--- src/rtl/b58_pkg.sv ---
// shared types, constants and the alphabet lookup for the base-58 encoder
`timescale 1ns / 1ps
`default_nettype none

package b58_pkg;

    localparam int MAX_BYTES_DEF  = 32;
    localparam int MAX_DIGITS_DEF = 44;

    // one base-58 digit, the carry between cells and the folded value
    localparam int DIGIT_W = 6;
    localparam int CARRY_W = 8;
    localparam int BYTE_W  = 8;
    localparam int V_W     = DIGIT_W + BYTE_W;

    // v / 58 as (v * RECIP) >> RECIP_SH, exact for every v below 2**V_W
    localparam int RECIP    = 36158;
    localparam int RECIP_SH = 21;
    localparam int MUL_W    = V_W + 16;

    // leading zero counter saturates
    localparam int ZC_W = 6;
    localparam logic [ZC_W-1:0] ZC_MAX = '1;

    localparam logic [6:0] CHAR_ONE = 7'h31;

    // carry travelling along the row of cells
    typedef struct packed {
        logic               act;
        logic [CARRY_W-1:0] carry;
    } t_wave;

    // per-cell status seen by the controller
    typedef struct packed {
        logic grow;
        logic stop;
    } t_cell_stat;

    // digit value to ascii, alphabet without 0, O, I and l
    function automatic logic [6:0] b58_char(input logic [DIGIT_W-1:0] d);
        logic [6:0] c;
        logic [6:0] dx;
        dx = {1'b0, d};
        if (dx < 7'd9) begin
            c = 7'h31 + dx;
        end else if (dx < 7'd17) begin
            c = 7'h41 + (dx - 7'd9);
        end else if (dx < 7'd22) begin
            c = 7'h4a + (dx - 7'd17);
        end else if (dx < 7'd33) begin
            c = 7'h50 + (dx - 7'd22);
        end else if (dx < 7'd44) begin
            c = 7'h61 + (dx - 7'd33);
        end else if (dx < 7'd58) begin
            c = 7'h6d + (dx - 7'd44);
        end else begin
            c = CHAR_ONE;
        end
        return c;
    endfunction

endpackage

`default_nettype wire

--- src/rtl/b58_cell.sv ---
// one digit cell of the base-58 store: fold digit*256+carry, pass the carry on
`timescale 1ns / 1ps
`default_nettype none

module b58_cell (
    input  wire logic                         i_clk,
    input  wire logic                         i_rst_n,
    input  wire b58_pkg::t_wave               i_wave,
    input  wire logic                         i_used,
    input  wire logic                         i_shift,
    input  wire logic [b58_pkg::DIGIT_W-1:0]  i_shift_digit,
    output b58_pkg::t_wave                    o_wave,
    output logic [b58_pkg::DIGIT_W-1:0]       o_digit,
    output b58_pkg::t_cell_stat               o_stat
);
    import b58_pkg::*;

    logic [DIGIT_W-1:0] r_digit;
    logic               r_act;
    logic [CARRY_W-1:0] r_carry;

    logic [DIGIT_W-1:0] w_held;
    logic [V_W-1:0]     w_v;
    logic [MUL_W-1:0]   w_prod;
    logic [CARRY_W-1:0] w_q;
    logic [V_W-1:0]     w_q58;
    logic [V_W-1:0]     w_rem;
    logic               w_carry_nz;
    logic               w_wr;

    // an unused cell folds as a zero digit
    assign w_held     = i_used ? r_digit : '0;
    assign w_v        = {w_held, {BYTE_W{1'b0}}} + V_W'(i_wave.carry);
    assign w_prod     = MUL_W'(w_v) * MUL_W'(RECIP);
    assign w_q        = w_prod[RECIP_SH +: CARRY_W];
    // q * 58 = q*64 - q*4 - q*2
    assign w_q58      = (V_W'(w_q) << 6) - (V_W'(w_q) << 2) - (V_W'(w_q) << 1);
    assign w_rem      = w_v - w_q58;
    assign w_carry_nz = (i_wave.carry != '0);

    // used cells always fold; beyond the top only while a carry remains
    assign w_wr        = i_wave.act && (i_used || w_carry_nz);
    assign o_stat.grow = i_wave.act && !i_used && w_carry_nz;
    assign o_stat.stop = i_wave.act && !i_used && !w_carry_nz;

    always_ff @(posedge i_clk) begin
        if (!i_rst_n) begin
            r_act <= 1'b0;
        end else begin
            r_act <= w_wr;
        end
    end

    always_ff @(posedge i_clk) begin
        r_carry <= w_q;
        if (w_wr) begin
            r_digit <= w_rem[DIGIT_W-1:0];
        end else if (i_shift) begin
            r_digit <= i_shift_digit;
        end
    end

    assign o_wave.act   = r_act;
    assign o_wave.carry = r_carry;
    assign o_digit      = r_digit;

endmodule

`default_nettype wire

--- config.mk ---
export PLATFORM = sky130hd
export DESIGN_NAME = b58_cell
export DESIGN_NICKNAME = d
export VERILOG_FILES = /design/src/rtl/b58_pkg.sv /design/src/rtl/b58_cell.sv
export SDC_FILE = /design/constraint.sdc
export NUM_CORES = 1
export LEC_CHECK = 0
export ABC_AREA = 0
export BUFFER_PORTS_ARGS = -buffer_cell sky130_fd_sc_hd__buf_2
export CORE_AREA = 2 2 91 84
export CTS_CLUSTER_SIZE = 20
export DETAILED_ROUTE_END_ITERATION = 12
export DIE_AREA = 0 0 93 86
export PLACE_DENSITY = 0.85
export SYNTH_ARGS = -nofsm -noshare
export SYNTH_HDL_FRONTEND = slang
export SYNTH_SLANG_ARGS = --single-unit
--- constraint.sdc ---
create_clock -name i_clk -period 12.55 [get_ports i_clk]
set_input_delay 1.255 -clock i_clk [delete_from_list [all_inputs] [get_ports i_clk]]
set_output_delay 1.255 -clock i_clk [all_outputs]
set_load 0.02 [all_outputs]
# Word level (Yosys, flattened, before mapping)
# Cells that the tools add are included.
# totals
ff_bits	15
in_bits	19
output_inout_bits	17
word_cells	20
# classes
addsub	4
multipliers	1
mux	3
reduce_logical	9
# op_table
operator	n
$mul 14x15->28 const B	1
$mux 6	3
$add 14x8->14	1
$sub 6x6->6	2
$reduce_bool 8->1	1
$sub 1x6->6 const A	1
$logic_and 1x1->1	4
$logic_not 1->1	2
$reduce_bool 2->1	1
$logic_or 1x1->1	1

# Logic depth before layout (Yosys ltp)
# depth
depth_word	7
depth_mapped	32
depth_no_buf	32

# Least setup slack after synthesis
# Ideal clock, no wire load.
# synth_timing
path_kind	input to register
from	input port i_used
to	register r_digit[5] (netlist: o_digit[5]) (data pin)
setup_time_ns	0.258
arrival_time_ns	7.972
required_ns	12.292
path_slack_ns	4.320
path_stages	30
n_path_buf	0
path_cell_list	and2_1 -> inv_1 -> ha_1 -> inv_1 -> ha_1 -> inv_1 -> fa_1 -> inv_1 -> fa_1 -> fa_1 -> fa_1 -> fa_1 -> ha_1 -> a21o_1 -> a21o_1 -> a211oi_1 -> o21ai_1 -> a21oi_2 -> o21bai_2 -> a21oi_2 -> xor2_1 -> fa_1 -> inv_1 -> ha_1 -> a21o_1 -> a21oi_1 -> xnor2_1 -> xnor3_1 -> xor2_1 -> o21ai_1
# synth_via
elab_chain_cells	7
word_cells_on_any_way	9
cone_classes	add/sub (4); mul (1); mux (2); reduce/logical (2)
# synth_lines
item	line_no	rtl
from (decl)	b58_cell.sv:9	input wire logic i_used,
$mux 6	b58_cell.sv:32	assign w_held = i_used ? r_digit : '0;
$add 14x8->14	b58_cell.sv:33	assign w_v = {w_held, {BYTE_W{1'b0}}} + V_W'(i_wave.carry);
$mul 14x15->28	b58_cell.sv:34	assign w_prod = MUL_W'(w_v) * MUL_W'(RECIP);
$sub 1x6->6	b58_cell.sv:37	assign w_q58 = (V_W'(w_q) << 6) - (V_W'(w_q) << 2) - (V_W'(w_q) << 1);
$sub 6x6->6	b58_cell.sv:37	
$sub 6x6->6	b58_cell.sv:38	assign w_rem = w_v - w_q58;
$mux 6 (*)	b58_cell.sv:56	if (w_wr) begin
to (signal assigned)	b58_cell.sv:57	r_digit <= w_rem[DIGIT_W-1:0];
to (signal assigned)	b58_cell.sv:59	r_digit <= i_shift_digit;
to (decl)	b58_cell.sv:18	logic [DIGIT_W-1:0] r_digit;
# Mark *: on every way between the ends. The rest lies on a longest branch, timed or not.
# A chain may end at the register's enable or synchronous reset.

# Final worst setup path
# Same ends and word-level chain as after synthesis.

==> results.md <==
- Status: complete, no violations
- Crit end category: flip-flop
- Post-DRT Antenna Nets: 0
- GR Overflow Total: 0
- Gpl congestion: between 0.9 and 1
- Top cell type's share of synthesized area: 0.349
- Tot GR Track Use: 0.277
- Core Box Area: between 6000 and 7000 um^2
- CP max stage cell: fa_1
- CTS tree: done
- Detailed-route wire length per cell: between 15 and 20 um
- Leading post-synthesis cells by cell area: ha_1 35%, fa_1 27%, inv_1 9.1%, dfxtp_1 4.0%, edfxtp_1 4.0%
- Synthesis-to-layout area growth: 7.34%
- Tmin final: 8890 ps
- Clk sink count: 15
- CP endpoint: o_digit[5]$_DFFE_PP_
- Row count: 29
- Fin nets: ~700
- Synthesized area: around 4500 um^2
- Router iterations before antenna repair: 4
- Worst Setup SP: i_used
- Main synth FF type: dfxtp_1
- Reg2reg path depth: 30
- Crit-path leading delay family: adder cells
- Routed vias: 3233
- Antenna violations before repair: 0
- Buffering stage count on the worst path with inverters included: 5
- Final instance area: 4850 um^2
- Fin crit share: 0.708
- DR vias/cell: ~5.5
- Worst-Skew Late Latency: between 200 and 300 ps
- Drt drc: 0
- Pin slew with the least headroom to its limit: approximately 420 ps
- Clock buffer depth: 2
- # hold bufs at CTS: 0
- Die Height: around 86 um
- CP max stage delay: 570 ps
- Post-synth EDFFs: 6
- Critical Path RT: ~13000 ps
- H-tree depth: 1
- CP arrival: 8900 ps
- Netlist cell types: 50
- Sum Neg Setup Slack: 0 ps
- Initial Util: 0.648
- Share of cells above drive strength 1: 0.116
- Reg-to-Reg End: o_digit[5]$_DFFE_PP_
- Die Wd: 93 um
- HP Class: flip-flop to flip-flop
- Ant. Diodes: 0
- Fin cells: just under 600
- Max_cap viols: 0
- Ys async rst share: 0
- CTS-repair resized insts: 0
- Achievable Freq: about 0.11 GHz
- Worst setup path class: primary input to flip-flop
- Io pins: 36
- Post-synth net total: 658
- Clk_skew: 3.61 ps
- Die ar.: 8000 um^2
- Port buffer count: 35
- Stages on worst setup path: 32
- Root buffer cell: clkbuf_8
- First-pass GRT wire length: 16.9 mm
- Leading cell types by count after synthesis: 126 x ha_1, 110 x inv_1, 60 x fa_1, 16 x nand2_1, 11 x xnor2_1
- Setup Buffers After CTS: 0
- Reg2reg start: o_digit[5]$_DFFE_PP_
- Post-DP HPWL: approximately 8.7 mm
- CTS clk-pin slew, worst paths: ~70 ps
- Final setup fails: 0
- Top-count cell post-synth: ha_1
- Synth Instances: 453
- Cts bufs inserted: 3
- Synth warn: 0
- Setup crit start kind: primary input
- Largest net degree at the start of global routing: 15
- Placed cell area: 4800 um^2
- Average size of a mapped cell: between 9 and 10 um^2
- Placed cells: a little under 600
- Sequential fraction of the synthesis area: 0.0798
- Synth Register Bits: 15
- Fin. Hold Viols: 0
- Vias in the first global route: roughly 3.6k
- Drt total wl: between 9 and 10 mm
- Initial DRC Count: 156
- Max-slew headroom: 0.714
- CP Max Fanout: 14
- Reg2Reg Setup Slack: 4460 ps
- Most frequent cell on the critical path: fa_1
- Biggest area consumer among synthesized cells: ha_1
- RSZ-0062 raised after global routing: no
- Max-slew violation count: 0
worst register-to-register path, delay by kind of cell (launching register included):
family                   cells  cell delay [ps]
AO/OA/AOI/OAI               11             2060
AND/OR/NAND/NOR              1              250
flip-flops                   1              500
buffers and inverters        3              210
XOR/XNOR                     6             1050
adder cells (fa/ha/maj)      9             3730
layout make-up:
class,instances,area [um^2]
Multi-Input combinational cell,324,3720
Fill cell,529,2120
Inverter,111,417
Sequential cell,15,360
Timing Repair Buffer,36,183
Tap cell,93,116
Clock buffer,3,41.3
Clock inverter,1,7.51
kinds of logic after synthesis:
group | share of synthesized area
XOR/XNOR | 0.0493
buffers and inverters | 0.0958
flip-flops | 0.0798
AND/OR/NAND/NOR | 0.0770
multiplexers | 0.00720
adder cells (fa/ha/maj) | 0.617
AO/OA/AOI/OAI | 0.0737
registers in the layout (all words and copies together) (netlist names):
name,flops
r_act,1
r_carry,8
o_digit,6
cell usage in the layout, fill, tap and decap left out, types with 2 or more instances in the layout:
| master | count |
|---|---|
| a211oi_1 | 2 |
| a21o_1 | 7 |
| a21oi_1 | 10 |
| a21oi_2 | 3 |
| and2_1 | 7 |
| and3_1 | 3 |
| buf_2 | 35 |
| clkbuf_8 | 3 |
| dfxtp_1 | 9 |
| edfxtp_1 | 6 |
| fa_1 | 60 |
| ha_1 | 126 |
| inv_1 | 110 |
| mux2_2 | 2 |
| nand2_1 | 16 |
| nand2b_1 | 5 |
| nand3_1 | 5 |
| nand4_1 | 4 |
| nor2_1 | 8 |
| nor3_1 | 2 |
| nor3_2 | 3 |
| nor3b_1 | 2 |
| o21ai_0 | 10 |
| o21ai_1 | 5 |
| o21bai_2 | 2 |
| xnor2_1 | 11 |
| xor2_1 | 10 |
how the worst min path moves through the flow:
stage,from,endpoint,cells after the start
3_5_place_dp,o_digit[5]$_DFFE_PP_,r_carry[7]$_DFF_P_,3
6_report,o_digit[5]$_DFFE_PP_,r_carry[7]$_DFF_P_,3
2_1_floorplan,o_digit[5]$_DFFE_PP_,r_carry[7]$_DFF_P_,3
5_1_grt,o_digit[5]$_DFFE_PP_,r_carry[7]$_DFF_P_,3
3_3_place_gp,o_digit[5]$_DFFE_PP_,r_carry[7]$_DFF_P_,3
4_1_cts,o_digit[5]$_DFFE_PP_,r_carry[7]$_DFF_P_,3
through the flow:
step            util  hold slack, ps  worst slack, ps
2_1_floorplan      -             916             4320
3_3_place_gp   0.689             909             3850
3_5_place_dp   0.689             919             3500
4_1_cts        0.696             932             3730
5_1_grt        0.696            1000             3250
6_report       0.696             952             3660
routing by layer:
metal,up-vias,global-route usage,wire length [um]
met1,1561,0.352,4070
met2,84,0.470,4790
met4,0,0.104,393
li1,1555,-,-
met5,-,0,0
met3,33,0.0545,576
Power is not shown: default switching activity piles up to over one toggle a cycle in this logic, so the estimate is an artifact.
